==> src/rtl/core/iwm_pkg.sv <==
// Shared types and constants for the I2C write master waveform generator.
// No dependencies; used by every module under rtl/core.
package iwm_pkg;

   // request codes carried on req_type; the fourth code is unused
   typedef enum logic [1:0] {
      REQ_START = 2'd0,
      REQ_SEND  = 2'd1,
      REQ_STOP  = 2'd2
   } req_code_type;

   localparam logic [1:0] REQ_UNUSED = 2'd3;

   // configuration register indexes
   localparam int unsigned CSR_INDEX_W = 3;
   localparam logic [CSR_INDEX_W-1:0] CSR_SLAVE_ADDRESS    = 3'd0;
   localparam logic [CSR_INDEX_W-1:0] CSR_START_STOP_TICKS = 3'd1;
   localparam logic [CSR_INDEX_W-1:0] CSR_RISE_TICKS       = 3'd2;
   localparam logic [CSR_INDEX_W-1:0] CSR_HALF_CLOCK_TICKS = 3'd3;
   localparam logic [CSR_INDEX_W-1:0] CSR_IDLE_TICKS       = 3'd4;

   localparam int unsigned ADDR_W  = 7;
   localparam int unsigned TICKS_W = 8;
   localparam int unsigned BYTE_W  = 8;

   localparam logic [ADDR_W-1:0]  RST_SLAVE_ADDRESS    = 7'h3C;
   localparam logic [TICKS_W-1:0] RST_START_STOP_TICKS = 8'd1;
   localparam logic [TICKS_W-1:0] RST_RISE_TICKS       = 8'd0;
   localparam logic [TICKS_W-1:0] RST_HALF_CLOCK_TICKS = 8'd1;
   localparam logic [TICKS_W-1:0] RST_IDLE_TICKS       = 8'd3;

   // a frame is eight data bits plus the acknowledge clock
   localparam int unsigned FRAME_BITS = BYTE_W + 1;
   localparam int unsigned BITCNT_W   = $clog2(FRAME_BITS);
   localparam logic [BITCNT_W-1:0] BITCNT_LAST = BITCNT_W'(FRAME_BITS - 1);

   localparam int unsigned QUEUE_DEPTH = 2;
   localparam int unsigned QPTR_W      = $clog2(QUEUE_DEPTH);
   localparam int unsigned QCNT_W      = $clog2(QUEUE_DEPTH + 1);

   typedef struct packed {
      logic [ADDR_W-1:0]  slave_address;
      logic [TICKS_W-1:0] start_stop_ticks;
      logic [TICKS_W-1:0] rise_ticks;
      logic [TICKS_W-1:0] half_clock_ticks;
      logic [TICKS_W-1:0] idle_ticks;
   } cfg_type;

   typedef struct packed {
      req_code_type      kind;
      logic [BYTE_W-1:0] data;
   } cmd_type;

   // front to queue
   typedef struct packed {
      logic    push;
      cmd_type cmd;
   } q_wr_type;

   // queue to back
   typedef struct packed {
      logic    valid;
      cmd_type cmd;
   } q_rd_type;

   typedef enum logic [8:0] {
      ST_IDLE      = 9'b000000001,
      ST_START_A   = 9'b000000010,
      ST_START_B   = 9'b000000100,
      ST_BIT_SETUP = 9'b000001000,
      ST_BIT_HIGH  = 9'b000010000,
      ST_BIT_LOW   = 9'b000100000,
      ST_STOP_A    = 9'b001000000,
      ST_STOP_B    = 9'b010000000,
      ST_STOP_C    = 9'b100000000
   } back_state_type;

endpackage

==> src/rtl/core/i2c_write_master_waveform.sv <==
// I2C write master waveform generator: start/send/stop requests in, line events out.
// Path: a request passes a queue entry and the back-end state register to the result register.
// Throughput: one event per cycle while rsp_stall is low; send emits a frame, start two
// events and a frame, stop three; a two-entry queue takes requests while one runs.
// Reset: synchronous; registers to defaults, both lines released, queue and output empty.
module i2c_write_master_waveform (
   input  logic                               clock,
   input  logic                               reset,
   input  logic                               req_valid,
   output logic                               req_stall,
   input  logic [1:0]                         req_type,
   input  logic [iwm_pkg::BYTE_W-1:0]         req_data_byte,
   output logic                               rsp_valid,
   input  logic                               rsp_stall,
   output logic                               rsp_scl_level,
   output logic                               rsp_sda_level,
   output logic [iwm_pkg::TICKS_W-1:0]        rsp_hold_ticks,
   output logic                               rsp_last,
   input  logic                               csr_valid,
   output logic                               csr_ready,
   input  logic [iwm_pkg::CSR_INDEX_W-1:0]    csr_index,
   input  logic [iwm_pkg::TICKS_W-1:0]        csr_wdata
);

   iwm_pkg::cfg_type  cfg_ff, cfg_in;
   iwm_pkg::q_wr_type q_wr;
   iwm_pkg::q_rd_type q_rd;
   logic              q_full;
   logic              q_pop;

   assign csr_ready = 1'b1;

   always_comb begin
      cfg_in = cfg_ff;
      if (csr_valid && csr_ready) begin
         case (csr_index)
            iwm_pkg::CSR_SLAVE_ADDRESS:
               cfg_in.slave_address = csr_wdata[iwm_pkg::ADDR_W-1:0];
            iwm_pkg::CSR_START_STOP_TICKS: cfg_in.start_stop_ticks = csr_wdata;
            iwm_pkg::CSR_RISE_TICKS:       cfg_in.rise_ticks       = csr_wdata;
            iwm_pkg::CSR_HALF_CLOCK_TICKS: cfg_in.half_clock_ticks = csr_wdata;
            iwm_pkg::CSR_IDLE_TICKS:       cfg_in.idle_ticks       = csr_wdata;
            default: begin
            end
         endcase
      end
   end

   always_ff @(posedge clock) begin
      if (reset) begin
         cfg_ff.slave_address    <= iwm_pkg::RST_SLAVE_ADDRESS;
         cfg_ff.start_stop_ticks <= iwm_pkg::RST_START_STOP_TICKS;
         cfg_ff.rise_ticks       <= iwm_pkg::RST_RISE_TICKS;
         cfg_ff.half_clock_ticks <= iwm_pkg::RST_HALF_CLOCK_TICKS;
         cfg_ff.idle_ticks       <= iwm_pkg::RST_IDLE_TICKS;
      end else begin
         cfg_ff <= cfg_in;
      end
   end

   iwm_front u_front (
      .req_valid     (req_valid),
      .req_stall     (req_stall),
      .req_type      (req_type),
      .req_data_byte (req_data_byte),
      .q_full        (q_full),
      .q_wr          (q_wr)
   );

   iwm_queue u_queue (
      .clock  (clock),
      .reset  (reset),
      .q_wr   (q_wr),
      .q_full (q_full),
      .q_rd   (q_rd),
      .q_pop  (q_pop)
   );

   iwm_back u_back (
      .clock          (clock),
      .reset          (reset),
      .cfg            (cfg_ff),
      .q_rd           (q_rd),
      .q_pop          (q_pop),
      .rsp_valid      (rsp_valid),
      .rsp_stall      (rsp_stall),
      .rsp_scl_level  (rsp_scl_level),
      .rsp_sda_level  (rsp_sda_level),
      .rsp_hold_ticks (rsp_hold_ticks),
      .rsp_last       (rsp_last)
   );

   // every command ends with SDA released (acknowledge clock or stop)
   a_last_sda_released: assert property (@(posedge clock) disable iff (reset)
      rsp_valid && rsp_last |-> rsp_sda_level)
      else $error("final event of a command leaves SDA low");

   // a command's last event with SCL low is the acknowledge low half period
   a_last_low_half: assert property (@(posedge clock) disable iff (reset)
      rsp_valid && rsp_last && !rsp_scl_level |-> rsp_hold_ticks == cfg_ff.half_clock_ticks)
      else $error("final low-clock event has wrong hold count");

   // the queue only pops an entry it holds
   a_pop_nonempty: assert property (@(posedge clock) disable iff (reset)
      q_pop |-> q_rd.valid)
      else $error("queue popped while empty");

endmodule

==> src/rtl/core/iwm_front.sv <==
// Front end: takes requests, drops the unused code and builds queue entries.
// Depends on iwm_pkg.
module iwm_front (
   input  logic                      req_valid,
   output logic                      req_stall,
   input  logic [1:0]                req_type,
   input  logic [iwm_pkg::BYTE_W-1:0] req_data_byte,
   input  logic                      q_full,
   output iwm_pkg::q_wr_type         q_wr
);

   logic req_accept;

   assign req_stall  = q_full;
   assign req_accept = req_valid && !q_full;

   always_comb begin
      q_wr.push     = req_accept && (req_type != iwm_pkg::REQ_UNUSED);
      q_wr.cmd.kind = iwm_pkg::req_code_type'(req_type);
      q_wr.cmd.data = req_data_byte;
   end

endmodule

==> src/rtl/core/iwm_queue.sv <==
// Short command queue between front and back ends.
// Depends on iwm_pkg.
module iwm_queue (
   input  logic              clock,
   input  logic              reset,
   input  iwm_pkg::q_wr_type q_wr,
   output logic              q_full,
   output iwm_pkg::q_rd_type q_rd,
   input  logic              q_pop
);

   iwm_pkg::cmd_type                    entry_ff [iwm_pkg::QUEUE_DEPTH];
   logic [iwm_pkg::QPTR_W-1:0]          wr_ptr_ff, wr_ptr_in;
   logic [iwm_pkg::QPTR_W-1:0]          rd_ptr_ff, rd_ptr_in;
   logic [iwm_pkg::QCNT_W-1:0]          count_ff, count_in;

   function automatic logic [iwm_pkg::QPTR_W-1:0] ptr_next(
      input logic [iwm_pkg::QPTR_W-1:0] ptr
   );
      if (ptr == iwm_pkg::QPTR_W'(iwm_pkg::QUEUE_DEPTH - 1)) begin
         return '0;
      end
      return ptr + 1'b1;
   endfunction

   assign q_full     = (count_ff == iwm_pkg::QCNT_W'(iwm_pkg::QUEUE_DEPTH));
   assign q_rd.valid = (count_ff != '0);
   assign q_rd.cmd   = entry_ff[rd_ptr_ff];

   always_comb begin
      wr_ptr_in = q_wr.push ? ptr_next(wr_ptr_ff) : wr_ptr_ff;
      rd_ptr_in = q_pop ? ptr_next(rd_ptr_ff) : rd_ptr_ff;
      count_in  = count_ff;
      if (q_wr.push && !q_pop) begin
         count_in = count_ff + 1'b1;
      end else if (!q_wr.push && q_pop) begin
         count_in = count_ff - 1'b1;
      end
   end

   always_ff @(posedge clock) begin
      if (reset) begin
         wr_ptr_ff <= '0;
         rd_ptr_ff <= '0;
         count_ff  <= '0;
      end else begin
         wr_ptr_ff <= wr_ptr_in;
         rd_ptr_ff <= rd_ptr_in;
         count_ff  <= count_in;
      end
   end

   always_ff @(posedge clock) begin
      if (q_wr.push) begin
         entry_ff[wr_ptr_ff] <= q_wr.cmd;
      end
   end

endmodule

==> src/rtl/core/iwm_back.sv <==
// Back end: sequences one command into line events and holds the result register.
// Depends on iwm_pkg.
module iwm_back (
   input  logic                        clock,
   input  logic                        reset,
   input  iwm_pkg::cfg_type            cfg,
   input  iwm_pkg::q_rd_type           q_rd,
   output logic                        q_pop,
   output logic                        rsp_valid,
   input  logic                        rsp_stall,
   output logic                        rsp_scl_level,
   output logic                        rsp_sda_level,
   output logic [iwm_pkg::TICKS_W-1:0] rsp_hold_ticks,
   output logic                        rsp_last
);

   iwm_pkg::back_state_type              state_ff, state_in;
   logic [iwm_pkg::FRAME_BITS-1:0]       shift_ff, shift_in;
   logic [iwm_pkg::BITCNT_W-1:0]         bitcnt_ff, bitcnt_in;
   logic                                 scl_now_ff, scl_now_in;
   logic                                 sda_now_ff, sda_now_in;

   logic                                 rsp_valid_ff, rsp_valid_in;
   logic                                 rsp_scl_ff, rsp_scl_in;
   logic                                 rsp_sda_ff, rsp_sda_in;
   logic [iwm_pkg::TICKS_W-1:0]          rsp_hold_ff, rsp_hold_in;
   logic                                 rsp_last_ff, rsp_last_in;

   logic                                 out_free;
   logic                                 emit_en;
   logic                                 ev_scl, ev_sda, ev_last;
   logic [iwm_pkg::TICKS_W-1:0]          ev_hold;
   logic                                 cmd_done;

   assign out_free = !rsp_valid_ff || !rsp_stall;
   assign emit_en  = (state_ff != iwm_pkg::ST_IDLE) && out_free;
   assign cmd_done = emit_en && ev_last;
   assign q_pop    = q_rd.valid && ((state_ff == iwm_pkg::ST_IDLE) || cmd_done);

   // event for the current step
   always_comb begin
      ev_scl  = scl_now_ff;
      ev_sda  = sda_now_ff;
      ev_hold = cfg.half_clock_ticks;
      ev_last = 1'b0;
      unique case (state_ff)
         iwm_pkg::ST_IDLE: begin
         end
         iwm_pkg::ST_START_A: begin
            ev_sda  = 1'b0;
            ev_hold = cfg.start_stop_ticks;
         end
         iwm_pkg::ST_START_B: begin
            ev_scl = 1'b0;
         end
         iwm_pkg::ST_BIT_SETUP: begin
            ev_sda  = shift_ff[iwm_pkg::FRAME_BITS-1];
            ev_hold = cfg.rise_ticks;
         end
         iwm_pkg::ST_BIT_HIGH: begin
            ev_scl = 1'b1;
         end
         iwm_pkg::ST_BIT_LOW: begin
            ev_scl  = 1'b0;
            ev_last = (bitcnt_ff == iwm_pkg::BITCNT_LAST);
         end
         iwm_pkg::ST_STOP_A: begin
            ev_sda  = 1'b0;
            ev_hold = cfg.rise_ticks;
         end
         iwm_pkg::ST_STOP_B: begin
            ev_scl  = 1'b1;
            ev_hold = cfg.start_stop_ticks;
         end
         iwm_pkg::ST_STOP_C: begin
            ev_sda  = 1'b1;
            ev_hold = cfg.idle_ticks;
            ev_last = 1'b1;
         end
         default: begin
         end
      endcase
   end

   always_comb begin
      state_in   = state_ff;
      shift_in   = shift_ff;
      bitcnt_in  = bitcnt_ff;
      scl_now_in = scl_now_ff;
      sda_now_in = sda_now_ff;

      if (emit_en) begin
         scl_now_in = ev_scl;
         sda_now_in = ev_sda;
         unique case (state_ff)
            iwm_pkg::ST_START_A:   state_in = iwm_pkg::ST_START_B;
            iwm_pkg::ST_START_B:   state_in = iwm_pkg::ST_BIT_SETUP;
            iwm_pkg::ST_BIT_SETUP: state_in = iwm_pkg::ST_BIT_HIGH;
            iwm_pkg::ST_BIT_HIGH:  state_in = iwm_pkg::ST_BIT_LOW;
            iwm_pkg::ST_BIT_LOW: begin
               state_in  = iwm_pkg::ST_BIT_SETUP;
               bitcnt_in = bitcnt_ff + 1'b1;
               shift_in  = {shift_ff[iwm_pkg::FRAME_BITS-2:0], 1'b1};
            end
            iwm_pkg::ST_STOP_A:    state_in = iwm_pkg::ST_STOP_B;
            iwm_pkg::ST_STOP_B:    state_in = iwm_pkg::ST_STOP_C;
            iwm_pkg::ST_STOP_C:    state_in = iwm_pkg::ST_IDLE;
            default:               state_in = iwm_pkg::ST_IDLE;
         endcase
         if (cmd_done) begin
            state_in = iwm_pkg::ST_IDLE;
         end
      end

      // next command follows straight on, no bubble
      if (q_pop) begin
         bitcnt_in = '0;
         unique case (q_rd.cmd.kind)
            iwm_pkg::REQ_START: begin
               state_in = iwm_pkg::ST_START_A;
               shift_in = {cfg.slave_address, 1'b0, 1'b1};
            end
            iwm_pkg::REQ_SEND: begin
               state_in = iwm_pkg::ST_BIT_SETUP;
               shift_in = {q_rd.cmd.data, 1'b1};
            end
            iwm_pkg::REQ_STOP: begin
               state_in = iwm_pkg::ST_STOP_A;
            end
            default: begin
               state_in = iwm_pkg::ST_IDLE;
            end
         endcase
      end
   end

   always_comb begin
      rsp_valid_in = rsp_valid_ff;
      rsp_scl_in   = rsp_scl_ff;
      rsp_sda_in   = rsp_sda_ff;
      rsp_hold_in  = rsp_hold_ff;
      rsp_last_in  = rsp_last_ff;
      if (out_free) begin
         rsp_valid_in = emit_en;
         rsp_scl_in   = ev_scl;
         rsp_sda_in   = ev_sda;
         rsp_hold_in  = ev_hold;
         rsp_last_in  = ev_last;
      end
   end

   always_ff @(posedge clock) begin
      if (reset) begin
         state_ff     <= iwm_pkg::ST_IDLE;
         scl_now_ff   <= 1'b1;
         sda_now_ff   <= 1'b1;
         rsp_valid_ff <= 1'b0;
      end else begin
         state_ff     <= state_in;
         scl_now_ff   <= scl_now_in;
         sda_now_ff   <= sda_now_in;
         rsp_valid_ff <= rsp_valid_in;
      end
   end

   always_ff @(posedge clock) begin
      shift_ff    <= shift_in;
      bitcnt_ff   <= bitcnt_in;
      rsp_scl_ff  <= rsp_scl_in;
      rsp_sda_ff  <= rsp_sda_in;
      rsp_hold_ff <= rsp_hold_in;
      rsp_last_ff <= rsp_last_in;
   end

   assign rsp_valid      = rsp_valid_ff;
   assign rsp_scl_level  = rsp_scl_ff;
   assign rsp_sda_level  = rsp_sda_ff;
   assign rsp_hold_ticks = rsp_hold_ff;
   assign rsp_last       = rsp_last_ff;

endmodule
==> config.mk <==
export PLATFORM = sky130hd
export DESIGN_NAME = i2c_write_master_waveform
export DESIGN_NICKNAME = d
export VERILOG_FILES = /design/src/rtl/core/iwm_pkg.sv /design/src/rtl/core/i2c_write_master_waveform.sv /design/src/rtl/core/iwm_front.sv /design/src/rtl/core/iwm_queue.sv /design/src/rtl/core/iwm_back.sv
export SDC_FILE = /design/constraint.sdc
export NUM_CORES = 1
export LEC_CHECK = 0
export ABC_AREA = 1
export BUFFER_PORTS_ARGS = -buffer_cell sky130_fd_sc_hd__buf_2
export CAP_MARGIN = 5
export CORE_UTILIZATION = 35
export CTS_BUF_LIST = sky130_fd_sc_hd__clkbuf_4
export DETAILED_ROUTE_END_ITERATION = 10
export HOLD_SLACK_MARGIN = 0.06
export PLACE_DENSITY = 0.51
export SETUP_SLACK_MARGIN = 0.4
export SLEW_MARGIN = 20
export SYNTH_ARGS = -nofsm -noshare
export SYNTH_HDL_FRONTEND = slang
export SYNTH_SLANG_ARGS = --single-unit
==> constraint.sdc <==
create_clock -name clock -period 3.2 [get_ports clock]
set_input_delay 0.32 -clock clock [delete_from_list [all_inputs] [get_ports clock]]
set_output_delay 0.32 -clock clock [all_outputs]
set_load 0.005 [all_outputs]
Yosys cells after proc, flatten, opt, wreduce, memory -nomap -nowiden --
Memories as Yosys holds them, arrays and structs flattened. A register that Yosys moved wholly into a read port is not among the register bits. Cells that the tools add are included.
Word-level totals: register bits 79, memory bits (writable) 20, input bits 26, memories kept 1
Memory list:
- u_queue.entry_ff | words 2, width 10, rd ports 1, clocked after Yosys merged registers in 1, write ports 1, RTL line iwm_queue.sv:12 | iwm_pkg::cmd_type entry_ff [iwm_pkg::QUEUE_DEPTH];
Cells by class: add/sub/neg operators 5, equality and inequality tests 19, muxes and demuxes 25, reduce and logical (&&, ||, !) cells 30
Operators by type and width (number):
- 2-to-1 mux 9 bit | 6
- case mux 9 bit (6 select lines) | 1
- case mux 8 bit (3 select lines) | 1
- case mux 7 bit (3 select lines) | 1
- case mux 9 bit (2 select lines) | 1
- AND reduction 2 bit | 6
- 2-to-1 mux 1 bit | 10
- OR reduction 2 bit | 5
- equality test 9 x 1 -> 1 bit (second input constant) | 1
- equality test 9 x 2 -> 1 bit (second input constant) | 1
- equality test 9 x 3 -> 1 bit (second input constant) | 1
- equality test 9 x 4 -> 1 bit (second input constant) | 1
- equality test 9 x 5 -> 1 bit (second input constant) | 1
- equality test 9 x 6 -> 1 bit (second input constant) | 1
- equality test 9 x 7 -> 1 bit (second input constant) | 1
- equality test 9 x 8 -> 1 bit (second input constant) | 1
- equality test 9 bit (second input constant) | 1
- != test 9 x 1 -> 1 bit (second input constant) | 1
- logical AND 1 bit | 7
- equality test 3 x 2 -> 1 bit (second input constant) | 2
- nonzero test 2 bit | 3
- logical NOT 1 bit | 5
- adder 4 x 1 -> 4 bit (second input constant) | 1
- equality test 2 bit (second input constant) | 2
- other kinds (14) | 18

Depth between registers and ports, before layout --
depth after elaboration 9, depth in mapped cells 15, mapped depth without buffers 14

Modules after synthesis --
Synthesis repeated with hierarchy kept, for this count alone.
Unflattened totals: cell total of the unflattened synthesis 626, area total of the unflattened synthesis 4864.7 sq um
Modules (own cells, without submodules):
- iwm_back | instances 1, cells an instance 317, area each 2190.9 sq um
- i2c_write_master_waveform | instances 1, cells an instance 229, area each 1581.5 sq um
- iwm_queue | instances 1, cells an instance 64, area each 991.0 sq um
- iwm_front | instances 1, cells an instance 16, area each 101.3 sq um

Worst setup path after synthesis --
No wires, ideal clock.
path type input-to-reg, from input port rsp_stall, to register u_queue.count_ff[1] in the netlist's numbering, library setup time 122 ps, arrival time 1986 ps, data required time 3078 ps, path slack 1092 ps, stages 11, path buffers 0, cell sequence nand2_1 > inv_1 > nor2_4 > nand3_4 > nand2_4 > inv_1 > ha_1 > a21oi_1 > o21ai_0 > o21ai_0 > a21oi_1
On the way: word-level cells in the longest chain between the ends 9, elaborated cells on any way between the ends 11
Ends and longest elaborated chain:
- start, declared | RTL line i2c_write_master_waveform.sv:14 | input logic rsp_stall,
- logical NOT 1 bit * | RTL line iwm_back.sv:35 | assign out_free = !rsp_valid_ff || !rsp_stall;
- logical OR 1 bit * | RTL line iwm_back.sv:35
- logical AND 1 bit * | RTL line iwm_back.sv:36 | assign emit_en = (state_ff != iwm_pkg::ST_IDLE) && out_free;
- logical AND 1 bit * | RTL line iwm_back.sv:37 | assign cmd_done = emit_en && ev_last;
- logical OR 1 bit * | RTL line iwm_back.sv:38 | assign q_pop = q_rd.valid && ((state_ff == iwm_pkg::ST_IDLE) || cmd_done);
- logical AND 1 bit * | RTL line iwm_back.sv:38
- logical NOT 1 bit | RTL line iwm_queue.sv:34 | if (q_wr.push && !q_pop) begin
- logical AND 1 bit | RTL line iwm_queue.sv:34
- 2-to-1 mux 2 bit or nonzero test 2 bit (tied branches)
- end signal, assigned | RTL line iwm_queue.sv:49 | count_ff <= count_in;
- end, declared | RTL line iwm_queue.sv:15 | logic [iwm_pkg::QCNT_W-1:0] count_ff, count_in;
Mark *: on every way between the ends. The rest lies on a longest branch, timed or not. A chain may end at the register's enable or synchronous reset.

Worst setup path after layout --
from register u_back.state_ff[1], to register u_queue.count_ff[1] in the netlist's numbering
On the way: word-level cells in the longest chain between the ends 8, elaborated cells on any way between the ends 14
Ends and longest elaborated chain:
- start, declared | RTL line iwm_back.sv:17 | iwm_pkg::back_state_type state_ff, state_in;
- start signal, assigned | RTL line iwm_back.sv:154 | state_ff <= iwm_pkg::ST_IDLE;
- start signal, assigned | RTL line iwm_back.sv:159 | state_ff <= state_in;
- equality test 9 bit or equality test 9 x 6 -> 1 bit (tied branches) | RTL line iwm_back.sv:46 | unique case (state_ff)
- case mux 1 bit (2 select lines) * | RTL line iwm_back.sv:46
- via u_back.ev_last | RTL line iwm_back.sv:31 | logic ev_scl, ev_sda, ev_last;
- logical AND 1 bit * | RTL line iwm_back.sv:37
- logical OR 1 bit * | RTL line iwm_back.sv:38
- logical AND 1 bit * | RTL line iwm_back.sv:38
- logical NOT 1 bit | RTL line iwm_queue.sv:34
- logical AND 1 bit | RTL line iwm_queue.sv:34
- 2-to-1 mux 2 bit or nonzero test 2 bit (tied branches)
Mark *: on every way through the listed nets, which the timed path passes. The rest lies on a longest branch.

==> metrics <==
crit path launch type=register; status=finished, final reports clean; Placer Congestion=around 0.84; drt pass-1 iters=4; part of the power in registers=0.478; worst-case clock buffer depth=2; Layout area overhead=12.16%; port bufs=38; DRC viols=0; syn_area_per_cell=8.080 µm²; HPWL after DPL=approximately 7.7 mm; synthesized instance count=~560; DR top layer=met4; DIE WIDTH=116.1 µm; Max-slew headroom=0.4016; largest family of logic cells by synthesized area=simple AND/OR/NAND/NOR gates; critical-path cell list=nor2_2 -> inv_2 -> nor2_4 -> nand3_2 -> nand2_4 -> nand3_4 -> nand2_4 -> inv_1 -> ha_1 -> a21oi_1 -> o21ai_0 -> o21ai_0 -> a21oi_1; Worst R2R Start=u_back.state_ff[1]; CTS tree=built; Async S/R FF share, synth=0; Tightest Pin Transition=0.8943 ns; Netlist cell types=35; # IOs=40; CP Max Fanout=13; Vias=approximately 3,800; launch point of the worst path=u_back.state_ff[1]; Die Span Y=between 100 and 150 µm; post-synthesis mux area share=0.01098; Worst Hold Class=in -> reg; Clock Power Share=0.176; Via density=between 4 and 5; CP max stage cell=dfxtp_1; CTS H-tree depth=3; Post-Synth Adder-Cell Area=0.008237; GRT overflow=0; die area=between 0.01 and 0.015 mm²; # diodes=0; hold wc startpoint=reset; critical path type=reg -> reg; Psw=between 1 and 1.5 mW; remaining antenna violation count after routing=0; clock sinks=100; leakage=2.243 nW; max-cap violations=0; Sw Share=0.3836; Core Area=roughly 0.013 mm²; CP required=3.56 ns; Post-Place Setup Slack=0.9211 ns; synthesis-stage register bit count=100; largest net degree at the start of global routing=42; final-report max-slew violation count=0; number of synthesized flops with an enable pin=31; Worst Skew=~0.018 ns; Reg clk slew, reported paths=0.14 ns; share of layout cells above drive strength 1=0.1532; GR Util All Layers=0.1687; yosys warns=0; CP Data Arrival Time=roughly 2.7 ns; Final Core Density=0.4034; VDD IR max=~270 µV; first-pass GRT wire length=between 15 and 20 mm; Cell Int Power=a little over 2 mW; initial antenna violation count=0; final hold vios=0; nets=between 600 and 700; RSZ-0062 raised after global routing=no; final WL=~11 mm; Rows=just over 40; WL met1=about 5.3 mm; WL met2=approximately 4.8 mm; final setup violation count=0; Initial Utilization=0.3596; Synth Area in Simple Gates=0.3251; Buffers & Inverters on Critical Path=2; WL/cell=13.49 µm; Setup crit end kind=register; Num CTS Buffers=9; peak per-stage delay on the critical path=between 0.3 and 0.4 ns; Synthesized Nets=a little under 600; # resized after CTS=0; delay-heaviest family, CP=simple AND/OR/NAND/NOR gates; Final Cycle Share=0.7274; met3 WL=337 µm; PnR worst setup slack=slightly below 0.9 ns; xor/xnor cell area share of the yosys netlist=0.001922; vias in the first global route=3,484; post-synthesis cell area=about 0.0046 mm²; worst skew pair latency=roughly 0.47 ns; combinational power share=0.347; Fmax=approximately 430 MHz; Primary FF master, synth=dfxtp_1; Pwr Density=649.2 mW/mm²; Compound-Gate Fraction of Synth Area=0.08320; initial drt markers=190; Final min period=between 2 and 2.5 ns; TNS Setup=0 ns; CTS Root Cell=clkbuf_4; register area share after synthesis=0.5074
-- per-stage QoR --
| stage | hold WS, ns | std cells | total power, mW | area [µm²] |
|---|---|---|---|---|
| finish | 0.1213 | 792 | 3.318 | 5111 |
| detailed placement | 0.4339 | 766 | 2.758 | 4905 |
| global route | 0.09959 | 792 | 3.551 | 5111 |
| global placement | 0.4278 | 766 | 2.750 | 4905 |
| floorplan | 0.3824 | 564 | 2.446 | 4557 |
| CTS | 0.09020 | 792 | 3.353 | 5111 |
-- path summary, 6_finish.rpt --
path                                       endpoint  slack (ns)  depth (start not counted)
worst max-delay path            u_queue.count_ff[1]        0.87                         13
worst min register to register   u_back.shift_ff[0]        0.46                          2
worst max register to register  u_queue.count_ff[1]        0.87                         13
worst min-delay path             u_back.state_ff[1]        0.12                          2
-- power by group through the flow --
stage	Clock (mW)	Sequential, mW	Combinational [mW]
2_1_floorplan	0	1.60	0.843
3_3_place_gp	0	1.61	1.14
3_5_place_dp	0	1.61	1.14
4_1_cts	0.609	1.59	1.16
5_1_grt	0.647	1.60	1.30
6_report	0.583	1.58	1.15
-- Yosys cell counts, types with 6 or more instances --
| cell type | instances | area share |
|---|---|---|
| nor2_1 | 102 | 0.084 |
| o21ai_0 | 42 | 0.046 |
| dfxtp_1 | 69 | 0.30 |
| inv_1 | 41 | 0.034 |
| nand2_1 | 144 | 0.12 |
| a21oi_1 | 12 | 0.013 |
| edfxtp_1 | 31 | 0.20 |
| nand2_2 | 6 | 0.0082 |
| nor3_1 | 7 | 0.0077 |
| nand3_1 | 25 | 0.027 |
| nand4_1 | 17 | 0.023 |
| inv_2 | 8 | 0.0066 |
-- registers in the layout, indices dropped and copies added, names as in the netlist, 2 cells and up, named ones only --
name,count
u_back.state_ff,9
cfg_ff,39
u_queue.entry_ff,20
u_back.rsp_hold_ticks,8
u_queue.count_ff,2
u_back.shift_ff,9
u_back.bitcnt_ff,4
-- cell usage in the layout, fill, tap and decap left out, drive strengths merged, types with 5 or more instances in the layout --
cell type,count
nand4,17
edfxtp,31
buf,42
nor2,110
nand3,32
dfxtp,69
mux2i,5
nor3,9
dlygate4sd3,10
nand2,154
clkbuf,12
a21oi,15
inv,51
o21ai,45
-- cells by family after synthesis --
kind of cell,count (synthesis)
mux,5
compound gates,69
flops,100
simple gates,322
other cells,1
xor+xnor,1
fa+ha+maj,3
buf+inv,63
-- repair_timing --
action / 4_1_cts / 5_1_grt
buffers inserted: 0 / 0
endpoints found under the hold margin: 20 / 0
hold buffers: 10 / 0
-- layer usage --
layer / vias up / global-route usage
li1: 1943 / -
met1: 1728 / 0.2343
met2: 72 / 0.2579
met3: 15 / 0.02698
met4: 0 / 0.07778
met5: - / 0
-- layout make-up --
class / instances / area (µm²)
Clock buffer: 12 / 90.09
Sequential cell: 100 / 2312
Inverter: 51 / 196.4
Timing Repair Buffer: 52 / 320.3
Fill cell: 1342 / 7560
Tap cell: 172 / 215.2
Multi-Input combinational cell: 401 / 1961
Clock inverter: 4 / 16.27
Note: power is estimated with default switching activity, not from simulation.
